### src/hw/rtl/snsc_pkg.sv
package snsc_pkg;

    // default name length
    localparam int NAME_LEN_DEF = 16;

    // protocol characters
    localparam logic [7:0] CH_START = 8'h4E;  // 'N'
    localparam logic [7:0] CH_WRITE = 8'h3D;  // '='
    localparam logic [7:0] CH_READ  = 8'h3F;  // '?'

    // CRC-8, reflected
    localparam logic [7:0] CRC_POLY = 8'h8C;

    // status codes
    localparam logic [1:0] ST_BAD_CMD  = 2'd0;
    localparam logic [1:0] ST_WRITTEN  = 2'd1;
    localparam logic [1:0] ST_MISMATCH = 2'd2;
    localparam logic [1:0] ST_READ     = 2'd3;

    // output register source select
    localparam logic [1:0] SEL_NONE   = 2'd0;
    localparam logic [1:0] SEL_NAME   = 2'd1;
    localparam logic [1:0] SEL_HEX_HI = 2'd2;
    localparam logic [1:0] SEL_HEX_LO = 2'd3;

    // controller to datapath
    typedef struct packed {
        logic       clr;        // clear byte count and CRC
        logic       name_wr;    // store rx byte, fold into CRC, count up
        logic       hex1_wr;    // keep first CRC digit
        logic       commit;     // swap banks, received name becomes stored name
        logic       rd_en;      // read stored name at byte count
        logic       rd_step;    // fold read byte into CRC, count up
        logic       out_load;   // load output register
        logic [1:0] out_sel;
        logic       out_stat_v;
        logic [1:0] out_stat;
        logic       out_last;
    } snsc_cmd_t;

    // datapath to controller
    typedef struct packed {
        logic is_start;
        logic is_write;
        logic is_read;
        logic name_done;   // byte count at final name byte
        logic crc_match;   // received CRC equals computed CRC
        logic crc_hi;      // CRC needs two hex characters
        logic out_free;    // output register can take a beat
    } snsc_sts_t;

    // one byte through the CRC-8, bit by bit, LSB first
    function automatic logic [7:0] crc8_byte(input logic [7:0] crc_in,
                                             input logic [7:0] b);
        logic [7:0] c;
        c = crc_in;
        for (int i = 0; i < 8; i++) begin
            if (c[0] ^ b[i])
                c = (c >> 1) ^ CRC_POLY;
            else
                c = c >> 1;
        end
        return c;
    endfunction

    // hex character value, bit 4 set when not a hex character
    function automatic logic [4:0] hex_value(input logic [7:0] c);
        logic [4:0] v;
        if (c >= 8'h30 && c <= 8'h39)
            v = 5'(c - 8'h30);
        else if (c >= 8'h41 && c <= 8'h46)
            v = 5'(c - 8'h37);
        else if (c >= 8'h61 && c <= 8'h66)
            v = 5'(c - 8'h57);
        else
            v = 5'd16;
        return v;
    endfunction

    // uppercase hex character of a nibble
    function automatic logic [7:0] hex_char(input logic [3:0] v);
        logic [7:0] c;
        if (v < 4'd10)
            c = 8'h30 + {4'b0, v};
        else
            c = 8'h37 + {4'b0, v};
        return c;
    endfunction

endpackage

### src/hw/rtl/serial_name_store_with_crc8.sv
// Acceptance: a hunt, name or CRC byte is taken while the sequencer is idle; a status
//   beat is loaded into the output register from S_STAT or S_HEX2, later while the output stalls.
// Hold-off: a read command byte holds off the next accept while the sequencer steps
//   through S_RD_ADDR and S_RD_EMIT per name byte (the memory read is registered), then
//   S_HEX1 and S_HEX2, S_HEX1 spent even when the high digit is dropped; a status-only
//   command byte holds it off through S_STAT; longer while the output stalls.
// Reset: asynchronous, active low; control returns to hunting, the stored name reads
//   as all zeros until the first good write. No clearing pass.
module serial_name_store_with_crc8
    import snsc_pkg::*;
#(
    parameter int NAME_LEN = NAME_LEN_DEF
)
(
    input  logic       clk,
    input  logic       rst_n,
    input  logic       in_valid,
    output logic       in_stall,
    input  logic [7:0] rx_byte,
    output logic       out_valid,
    input  logic       out_stall,
    output logic       tx_valid,
    output logic [7:0] tx_byte,
    output logic       status_valid,
    output logic [1:0] status,
    output logic       last
);

    snsc_cmd_t cmd;
    snsc_sts_t sts;

    snsc_ctrl u_ctrl (
        .clk      (clk),
        .rst_n    (rst_n),
        .in_valid (in_valid),
        .in_stall (in_stall),
        .sts      (sts),
        .cmd      (cmd)
    );

    snsc_dp #(
        .NAME_LEN (NAME_LEN)
    ) u_dp (
        .clk          (clk),
        .rst_n        (rst_n),
        .cmd          (cmd),
        .sts          (sts),
        .rx_byte      (rx_byte),
        .out_stall    (out_stall),
        .out_valid    (out_valid),
        .tx_valid     (tx_valid),
        .tx_byte      (tx_byte),
        .status_valid (status_valid),
        .status       (status)
        , .last       (last)
    );

    // a beat in the output register is never overwritten
    a_no_overwrite: assert property (@(posedge clk) disable iff (!rst_n)
        cmd.out_load |-> sts.out_free)
        else $error("output register overwritten");

    // name store only changes on a matching CRC
    a_commit_match: assert property (@(posedge clk) disable iff (!rst_n)
        cmd.commit |-> (sts.crc_match && in_valid && !in_stall))
        else $error("commit without CRC match");

    // every status beat closes its input beat's results
    a_status_last: assert property (@(posedge clk) disable iff (!rst_n)
        (out_valid && status_valid) |-> last)
        else $error("status beat not marked last");

    // no new input beat while a read command is still emitting
    a_read_busy: assert property (@(posedge clk) disable iff (!rst_n)
        (cmd.rd_en || cmd.rd_step) |-> in_stall)
        else $error("input taken during read sweep");

endmodule

### src/hw/rtl/snsc_dp.sv
module snsc_dp
    import snsc_pkg::*;
#(
    parameter int NAME_LEN = NAME_LEN_DEF
)
(
    input  logic       clk,
    input  logic       rst_n,
    input  snsc_cmd_t  cmd,
    output snsc_sts_t  sts,
    input  logic [7:0] rx_byte,
    input  logic       out_stall,
    output logic       out_valid,
    output logic       tx_valid,
    output logic [7:0] tx_byte,
    output logic       status_valid,
    output logic [1:0] status,
    output logic       last
);

    localparam int IDX_W = (NAME_LEN > 1) ? $clog2(NAME_LEN) : 1;
    localparam int ADR_W = IDX_W + 1;
    localparam int DEPTH = 2 << IDX_W;

    // two banks: one holds the stored name, the other takes the name being received
    logic [7:0]       mem [DEPTH];
    logic [7:0]       rd_data_reg;
    logic             bank_reg, bank_next;
    logic             stored_reg, stored_next;
    logic [IDX_W-1:0] count_reg, count_next;
    logic [7:0]       crc_reg, crc_next;
    logic [4:0]       hex1_reg;

    logic             out_valid_reg, out_valid_next;
    logic             tx_valid_reg;
    logic [7:0]       tx_byte_reg;
    logic             status_valid_reg;
    logic [1:0]       status_reg;
    logic             last_reg;

    logic [7:0]       name_byte;
    logic [4:0]       hex2;
    logic [7:0]       rx_crc;

    // stored name reads as zero until the first good write
    assign name_byte = stored_reg ? rd_data_reg : 8'h00;

    // received CRC: two hex digits, a non-hex character ends the number
    assign hex2 = hex_value(rx_byte);
    always_comb
    begin
        if (hex1_reg[4])
            rx_crc = 8'h00;
        else if (hex2[4])
            rx_crc = {4'b0, hex1_reg[3:0]};
        else
            rx_crc = {hex1_reg[3:0], hex2[3:0]};
    end

    // status back to controller
    assign sts.is_start  = (rx_byte == CH_START);
    assign sts.is_write  = (rx_byte == CH_WRITE);
    assign sts.is_read   = (rx_byte == CH_READ);
    assign sts.name_done = (count_reg == IDX_W'(NAME_LEN - 1));
    assign sts.crc_match = (rx_crc == crc_reg);
    assign sts.crc_hi    = (crc_reg[7:4] != 4'h0);
    assign sts.out_free  = !out_valid_reg || !out_stall;

    // name memory
    always_ff @(posedge clk)
    begin
        if (cmd.name_wr)
            mem[{~bank_reg, count_reg}] <= rx_byte;
        if (cmd.rd_en)
            rd_data_reg <= mem[ADR_W'({bank_reg, count_reg})];
    end

    // count, CRC and bank control
    always_comb
    begin
        count_next  = count_reg;
        crc_next    = crc_reg;
        bank_next   = bank_reg;
        stored_next = stored_reg;
        if (cmd.clr)
        begin
            count_next = '0;
            crc_next   = 8'h00;
        end
        else if (cmd.name_wr)
        begin
            count_next = count_reg + IDX_W'(1);
            crc_next   = crc8_byte(crc_reg, rx_byte);
        end
        else if (cmd.rd_step)
        begin
            count_next = count_reg + IDX_W'(1);
            crc_next   = crc8_byte(crc_reg, name_byte);
        end
        if (cmd.commit)
        begin
            bank_next   = ~bank_reg;
            stored_next = 1'b1;
        end
    end

    always_ff @(posedge clk or negedge rst_n)
    begin
        if (!rst_n)
        begin
            count_reg  <= '0;
            crc_reg    <= 8'h00;
            bank_reg   <= 1'b0;
            stored_reg <= 1'b0;
            hex1_reg   <= 5'd0;
        end
        else
        begin
            count_reg  <= count_next;
            crc_reg    <= crc_next;
            bank_reg   <= bank_next;
            stored_reg <= stored_next;
            if (cmd.hex1_wr)
                hex1_reg <= hex2;
        end
    end

    // output register
    always_comb
    begin
        if (cmd.out_load)
            out_valid_next = 1'b1;
        else if (!out_stall)
            out_valid_next = 1'b0;
        else
            out_valid_next = out_valid_reg;
    end

    always_ff @(posedge clk or negedge rst_n)
    begin
        if (!rst_n)
            out_valid_reg <= 1'b0;
        else
            out_valid_reg <= out_valid_next;
    end

    always_ff @(posedge clk)
    begin
        if (cmd.out_load)
        begin
            status_valid_reg <= cmd.out_stat_v;
            status_reg       <= cmd.out_stat_v ? cmd.out_stat : 2'd0;
            last_reg         <= cmd.out_last;
            unique case (cmd.out_sel)
                SEL_NAME:
                begin
                    tx_valid_reg <= 1'b1;
                    tx_byte_reg  <= name_byte;
                end
                SEL_HEX_HI:
                begin
                    tx_valid_reg <= 1'b1;
                    tx_byte_reg  <= hex_char(crc_reg[7:4]);
                end
                SEL_HEX_LO:
                begin
                    tx_valid_reg <= 1'b1;
                    tx_byte_reg  <= hex_char(crc_reg[3:0]);
                end
                default:
                begin
                    tx_valid_reg <= 1'b0;
                    tx_byte_reg  <= 8'h00;
                end
            endcase
        end
    end

    assign out_valid    = out_valid_reg;
    assign tx_valid     = tx_valid_reg;
    assign tx_byte      = tx_byte_reg;
    assign status_valid = status_valid_reg;
    assign status       = status_reg;
    assign last         = last_reg;

endmodule

### src/hw/rtl/snsc_ctrl.sv
module snsc_ctrl
    import snsc_pkg::*;
(
    input  logic      clk,
    input  logic      rst_n,
    input  logic      in_valid,
    output logic      in_stall,
    input  snsc_sts_t sts,
    output snsc_cmd_t cmd
);

    // protocol phase
    localparam logic [2:0] PH_HUNT = 3'd0;
    localparam logic [2:0] PH_CMD  = 3'd1;
    localparam logic [2:0] PH_NAME = 3'd2;
    localparam logic [2:0] PH_CRC1 = 3'd3;
    localparam logic [2:0] PH_CRC2 = 3'd4;

    // sequencer state
    localparam logic [2:0] S_IDLE    = 3'd0;
    localparam logic [2:0] S_RD_ADDR = 3'd1;
    localparam logic [2:0] S_RD_EMIT = 3'd2;
    localparam logic [2:0] S_HEX1    = 3'd3;
    localparam logic [2:0] S_HEX2    = 3'd4;
    localparam logic [2:0] S_STAT    = 3'd5;

    logic [2:0] phase_reg, phase_next;
    logic [2:0] state_reg, state_next;
    logic [1:0] stat_reg, stat_next;

    assign in_stall = (state_reg != S_IDLE);

    always_comb
    begin
        phase_next = phase_reg;
        state_next = state_reg;
        stat_next  = stat_reg;
        cmd        = '0;
        unique case (state_reg)
            // one input beat, dispatched on the protocol phase
            S_IDLE:
            begin
                if (in_valid)
                begin
                    unique case (phase_reg)
                        PH_HUNT:
                        begin
                            if (sts.is_start)
                                phase_next = PH_CMD;
                        end
                        PH_CMD:
                        begin
                            if (sts.is_write)
                            begin
                                cmd.clr    = 1'b1;
                                phase_next = PH_NAME;
                            end
                            else
                            begin
                                phase_next = PH_HUNT;
                                if (sts.is_read)
                                begin
                                    cmd.clr    = 1'b1;
                                    state_next = S_RD_ADDR;
                                end
                                else
                                begin
                                    stat_next  = ST_BAD_CMD;
                                    state_next = S_STAT;
                                end
                            end
                        end
                        PH_NAME:
                        begin
                            cmd.name_wr = 1'b1;
                            if (sts.name_done)
                                phase_next = PH_CRC1;
                        end
                        PH_CRC1:
                        begin
                            cmd.hex1_wr = 1'b1;
                            phase_next  = PH_CRC2;
                        end
                        PH_CRC2:
                        begin
                            phase_next = PH_HUNT;
                            state_next = S_STAT;
                            if (sts.crc_match)
                            begin
                                cmd.commit = 1'b1;
                                stat_next  = ST_WRITTEN;
                            end
                            else
                                stat_next = ST_MISMATCH;
                        end
                        default:
                            phase_next = PH_HUNT;
                    endcase
                end
            end
            // read sweep: address, then emit the byte
            S_RD_ADDR:
            begin
                cmd.rd_en  = 1'b1;
                state_next = S_RD_EMIT;
            end
            S_RD_EMIT:
            begin
                if (sts.out_free)
                begin
                    cmd.out_load = 1'b1;
                    cmd.out_sel  = SEL_NAME;
                    cmd.rd_step  = 1'b1;
                    state_next   = sts.name_done ? S_HEX1 : S_RD_ADDR;
                end
            end
            // high CRC digit only when nonzero
            S_HEX1:
            begin
                if (!sts.crc_hi)
                    state_next = S_HEX2;
                else if (sts.out_free)
                begin
                    cmd.out_load = 1'b1;
                    cmd.out_sel  = SEL_HEX_HI;
                    state_next   = S_HEX2;
                end
            end
            S_HEX2:
            begin
                if (sts.out_free)
                begin
                    cmd.out_load   = 1'b1;
                    cmd.out_sel    = SEL_HEX_LO;
                    cmd.out_stat_v = 1'b1;
                    cmd.out_stat   = ST_READ;
                    cmd.out_last   = 1'b1;
                    state_next     = S_IDLE;
                end
            end
            // status-only beat
            S_STAT:
            begin
                if (sts.out_free)
                begin
                    cmd.out_load   = 1'b1;
                    cmd.out_sel    = SEL_NONE;
                    cmd.out_stat_v = 1'b1;
                    cmd.out_stat   = stat_reg;
                    cmd.out_last   = 1'b1;
                    state_next     = S_IDLE;
                end
            end
            default:
                state_next = S_IDLE;
        endcase
    end

    always_ff @(posedge clk or negedge rst_n)
    begin
        if (!rst_n)
        begin
            phase_reg <= PH_HUNT;
            state_reg <= S_IDLE;
            stat_reg  <= ST_BAD_CMD;
        end
        else
        begin
            phase_reg <= phase_next;
            state_reg <= state_next;
            stat_reg  <= stat_next;
        end
    end

endmodule
### config.mk
export PLATFORM = sky130hd
export DESIGN_NAME = serial_name_store_with_crc8
export DESIGN_NICKNAME = d
export VERILOG_FILES = /design/src/hw/rtl/snsc_pkg.sv /design/src/hw/rtl/serial_name_store_with_crc8.sv /design/src/hw/rtl/snsc_dp.sv /design/src/hw/rtl/snsc_ctrl.sv
export SDC_FILE = /design/constraint.sdc
export NUM_CORES = 1
export LEC_CHECK = 0
export ABC_AREA = 1
export CORE_ASPECT_RATIO = 2
export CORE_MARGIN = 2
export CORE_UTILIZATION = 45
export DETAILED_ROUTE_END_ITERATION = 10
export DONT_BUFFER_PORTS = 1
export PLACE_DENSITY = 0.62
export SETUP_SLACK_MARGIN = 0.05
export SLEW_MARGIN = 0
export SYNTH_ARGS = -nofsm -noshare
export SYNTH_HDL_FRONTEND = slang
export SYNTH_SLANG_ARGS = --single-unit
### constraint.sdc
create_clock -name clk -period 2.3 [get_ports clk]
set_input_delay 0.115 -clock clk [delete_from_list [all_inputs] [get_ports clk]]
set_output_delay 0.115 -clock clk [all_outputs]
set_load 0.02 [all_outputs]
### Word level (Yosys, flattened, before mapping)

Memories as Yosys holds them, arrays and structs flattened. A register that Yosys moved wholly into a read port is not among the register bits.
Cells that the tools add are included.

| cells by class | value |
|---|---|
| $add $sub $neg | 8 |
| order comparisons | 8 |
| equality and inequality tests | 28 |
| mux-type cells | 107 |
| bitwise logic cells | 32 |
| reduce and logical (&&, ||, !) cells | 17 |

Operators with widths:

| cell | count |
|---|---|
| $mux W8 | 59 |
| $not A2 Y3 | 15 |
| $mux W3 | 11 |
| $add A6 B4 Y7 const A | 4 |
| $mux W4 | 6 |
| $pmux W3 S4 | 2 |
| $pmux W8 S3 | 1 |
| $eq A8 B6 Y1 const B | 2 |
| $ge A8 B7 Y1 const B | 2 |
| $le A8 B7 Y1 const B | 2 |
| $xor A1 B1 Y1 | 16 |
| $mux W5 | 3 |
| $pmux W3 S5 | 1 |
| $sub A5 B5 Y5 const B | 3 |
| $mux W1 | 14 |
| $mux W7 | 2 |
| $eq A3 B2 Y1 const B | 4 |
| $mux W2 | 5 |
| $ne A2 B2 Y1 const B | 5 |
| $eq A3 B3 Y1 const B | 3 |
| $ne A3 B3 Y1 const B | 3 |
| $eq A8 B7 Y1 const B | 1 |
| $eq A8 B8 Y1 | 1 |
| $ge A8 B6 Y1 const B | 1 |
| other kinds (24) | 34 |

| storage, ports and cells | value |
|---|---|
| register bits after elaboration | 41 |
| memory bits (writable) | 256 |
| input port bits | 12 |
| logic and storage cells | 215 |
| memories | 1 |

Memory list:

| memory | depth | bits a word | read ports | clocked after Yosys merged registers in | wr ports | RTL line | text |
|---|---|---|---|---|---|---|---|
| u_dp.mem | 32 | 8 | 1 | 1 | 1 | snsc_dp.sv:26 | `logic [7:0] mem [DEPTH];` |

### Depth between registers and ports, before layout

| depth | value |
|---|---|
| word-level depth | 49 |
| gate-level depth with buffers | 20 |
| gate-level depth less buffers | 20 |

### By module

Synthesis repeated with hierarchy kept, for this count alone.

| second synthesis, totals | value |
|---|---|
| cell total of the unflattened synthesis | 1256 |
| area, all modules | 13716.9 µm² |

Modules (own cells, without submodules):

| module | times used | cells an instance | area each (µm²) | sequential area each (µm²) |
|---|---|---|---|---|
| snsc_dp | 1 | 1153 | 13041.3 | 8818.5 |
| snsc_ctrl | 1 | 103 | 675.6 | 200.2 |

### Worst setup path before layout

Ideal clock, no wire load.

| timing | value |
|---|---|
| path kind | reg2reg |
| from | reg u_dp.count_reg[0] |
| to | mem u_dp.mem[20][0], enable pin |
| setup time | 0.370 ns |
| arrival | 1.981 ns |
| data required time | 1.930 ns |
| slack | -0.052 ns |
| cell stages (with the launch flop) | 8 |
| period minus slack after synthesis | 2.352 ns |
| cells stage by stage | dfrtp_1 > buf_2 > inv_1 > clkbuf_1 > buf_1 > ha_1 > nand2_1 > nor2_1 |

RTL lines:

| item | RTL line | text |
|---|---|---|
| start, declared | snsc_dp.sv:30 | `logic [IDX_W-1:0] count_reg, count_next;` |
| start signal, assigned | snsc_dp.sv:119 | `count_reg <= count_next;` |
| end, declared | snsc_dp.sv:26 |  |

Straight into the memory's write port.

### Final worst setup path

| timing | value |
|---|---|
| from | reg u_dp.count_reg[0] |
| to | reg u_ctrl.phase_reg[1] |

| on the way | value |
|---|---|
| longest elaborated chain between the ends | 3 |

RTL lines:

| item | RTL line | text |
|---|---|---|
| $eq A4 B4 Y1 | snsc_dp.sv:64 | `assign sts.name_done = (count_reg == IDX_W'(NAME_LEN - 1));` |
| $ne A2 B1 Y1 (no line) | - |  |
| $reduce_and A4 Y1 (no line) | - |  |
| end signal, assigned | snsc_ctrl.sv:169 | `phase_reg <= phase_next;` |
| end, declared | snsc_ctrl.sv:27 | `logic [2:0] phase_reg, phase_next;` |

No other way between the ends.
A chain may end at the register's enable or synchronous reset.

==> summary.txt <==
status: completed
CTS Buf Count: 25
Placer Congestion: 0.890
CTS tree: yes
DR pass1 iterations: 5
P_leak: 5.56 nW
slowest CP cell: dfrtp_4
ys async rst share: 9.21%
initial antenna violation count: 1
crit start category: register
Yosys top cell by area: edfxtp_1
crit path cell chain: buf_4, buf_8, ha_1, inv_1, nor3_1, buf_4, nor2_1, nor3_2, inv_1, nor2_1, o22ai_1
Clock H-tree levels: 1
Core ar.: 28,800 um^2
maxcap violations: 0
Crit path buffers/inverters: 5
Largest delay share family, worst path: buffers and inverters
port bufs: 0
pwr dens: 1270 nW/um^2
sequential share of the synthesized area: 68.0%
Die Span Y: 246 um
Peak supply drop: 0.715 mV
Final Core Density: 53.8%
flops & latches, synth: 304
Core Rows: 88
Post-Syn Nets: 1,154
All-Layer GR Usage: 25.0%
Max Slew Vio Count: 0
final WL: 38,400 um
number of remaining DRC errors: 0
Synth top area share: 62.7%
Slew @ Worst Pin: 0.560 ns
top post-synthesis cells by area: edfxtp_1, o21ai_0, nor2_1, dfrtp_1, o22ai_1
commonest register cell after synthesis: edfxtp_1
DRT iter0 DRCs: 792
number of flip-flops under the largest register name: 256
post-layout min period: 2.19 ns
crit-path max cell delay: 0.45 ns
crit share post-route: 95.1%
Netlist cell types: 44
area delta synth->final: 17.4%
path type of the worst setup path: reg -> reg
Die Footprint: 30,900 um^2
number of flops mapped to enable cells by yosys: 276
Synth Area per Inst: 11.7 um^2
WL per Instance: 23.9 um
Min-Delay Path Class: in -> reg
Final setup viols: 0
Crit. End Element: register
hold slack: 0.0240 ns
GR Overflow Total: 0
min-delay src: rx_byte[7]
slew margin rel.: 62.7%
DR vias/cell: 5.82
largest net degree at the start of global routing: 68
CTS Root Cell: clkbuf_16
antenna-violating nets left: 0
final hold vios: 0
Mapped Area: 13,200 um^2
Die Span X: 125 um
Post-Syn Instances: 1,132
YS warnings: 0
fillers: 2,454
Largest Register: u_dp.mem
RSZ-0062 raised after global routing: true
area of the multi-input gates: 3800 um^2
CP Launch Point: u_dp.count_reg[0]
Ports: 27
skew final: 0.0126 ns
top-count cell post-synth: edfxtp_1
setup slack, reg-to-reg: 0.11 ns
Initial Util: 45.8%
Max FO, Critical Path: 33
clock sinks: 304
fmax: 0.457 GHz
first-pass GRT wire length: 57,100 um
CP required: 2.72 ns
Arrival @ worst endpoint: 2.61 ns
Total Nets Final: 1,254
worst reg2reg path startpoint: u_dp.count_reg[0]
Pwr Total: 19.8 mW
via count: 9,363
Max Root-Sink Buffers: 3
Reg area: 8990 um^2
number of global-route vias before repair: 9,467
Post-synth top cells: edfxtp_1, nor2_1, o21ai_0
worst skew pair latency: 0.55 ns
post-DP HPWL: 24,200 um
Reg clk slew, reported paths: 0.07 ns
share of cells above drive strength 1: 15.7%
path summary, 6_finish.rpt:
path | cells past startpoint | end
setup / recovery | 11 | u_ctrl.phase_reg[1]
setup reg to reg | 11 | u_ctrl.phase_reg[1]
min in group asynchronous | 2 | u_dp.out_valid
hold reg to reg | 2 | u_ctrl.stat_reg[1]
hold / removal | 5 | u_ctrl.phase_reg[1]
max in group asynchronous | 2 | u_dp.count_reg[0]
through the flow:
step	TNS [ns]	setup slack, ns	instances	area, um^2
6_report	0	0.113	1610	15500
4_1_cts	0	0.0492	1609	15500
3_5_place_dp	-0.767	-0.154	1544	14300
3_3_place_gp	-0.510	-0.137	1544	14300
5_1_grt	0	0.00397	1609	15500
2_1_floorplan	-6.59	-0.0515	1132	13200
metal layers:
metal,GRT usage (%),up-vias,routed length [um]
met3,3.06,133,1650
met4,17.9,0,3310
met2,47.6,311,20800
met5,0,-,0
met1,24.6,4632,12700
li1,-,4287,-
repair_timing:
action	CTS	global route
hold endpoints to repair	292	0
resized for setup	5	18
hold buffers	21	0
setup endpoints to repair	9	70
setup buffers	0	0
layout by cell type, fill, tap and decap left out, types with 3 or more instances in the layout:
master | synthesis | layout
edfxtp_1 | 276 | 276
nand2_2 | 4 | 5
a22o_1 | 16 | 16
o21ai_1 | 2 | 6
xnor2_1 | 13 | 13
o211ai_1 | 3 | 3
buf_4 | 2 | 96
inv_2 | 4 | 5
inv_1 | 66 | 64
nor2_4 | 3 | 4
xor2_2 | 2 | 3
a221oi_1 | 16 | 10
o21ai_0 | 148 | 144
nor2_1 | 193 | 193
bufinv_16 | 0 | 4
or2_2 | 3 | 3
clkinv_4 | 0 | 4
dlygate4sd3_1 | 0 | 9
xnor2_2 | 3 | 3
clkinv_1 | 5 | 7
clkbuf_16 | 0 | 25
o221ai_1 | 4 | 4
nand2_1 | 101 | 100
xor2_1 | 20 | 19
ha_1 | 10 | 10
clkinv_2 | 0 | 6
nand3_1 | 29 | 29
a21oi_1 | 18 | 18
a221oi_2 | 0 | 6
buf_12 | 0 | 15
dfrtp_1 | 28 | 25
o22ai_1 | 73 | 73
nor3_1 | 18 | 17
nand4_1 | 8 | 8
area by class of cell:
| cell class | instances | share of cell area (%) |
|---|---|---|
| clock buffers | 26 | 4.05 |
| flip-flops and latches | 304 | 57.9 |
| clock inverters | 18 | 1.35 |
| inverters | 76 | 1.92 |
| multi-input cells | 703 | 24.5 |
| well taps | 360 | 2.90 |
| repair buffers | 122 | 7.35 |
| diodes | 1 | 0.0161 |
cell families (layout without fill, tap and decap cells):
| group | count (synthesis) | count (layout) | share of synthesized area (%) |
|---|---|---|---|
| compound gates | 285 | 285 | 12.7 |
| simple gates | 370 | 370 | 11.9 |
| xor+xnor | 38 | 38 | 2.80 |
| fa+ha+maj | 10 | 10 | 0.946 |
| flops | 304 | 304 | 68.0 |
| other cells | 0 | 1 | 0 |
| buf+inv | 125 | 242 | 3.73 |
worst min-delay path, delay by kind of cell:
kind	cells	cell delay, ns
AO/OA/AOI/OAI	1	0.10
buffers and inverters	1	0.03
AND/OR/NAND/NOR	3	0.26
power by group:
part	switching (mW)	internal (mW)	total [mW]
Sequential	0.481	6.58	7.06
Clock	1.97	2.46	4.43
Combinational	5.19	3.08	8.27
Total	7.64	12.1	19.8
Note: power is estimated with default switching activity, not from simulation.
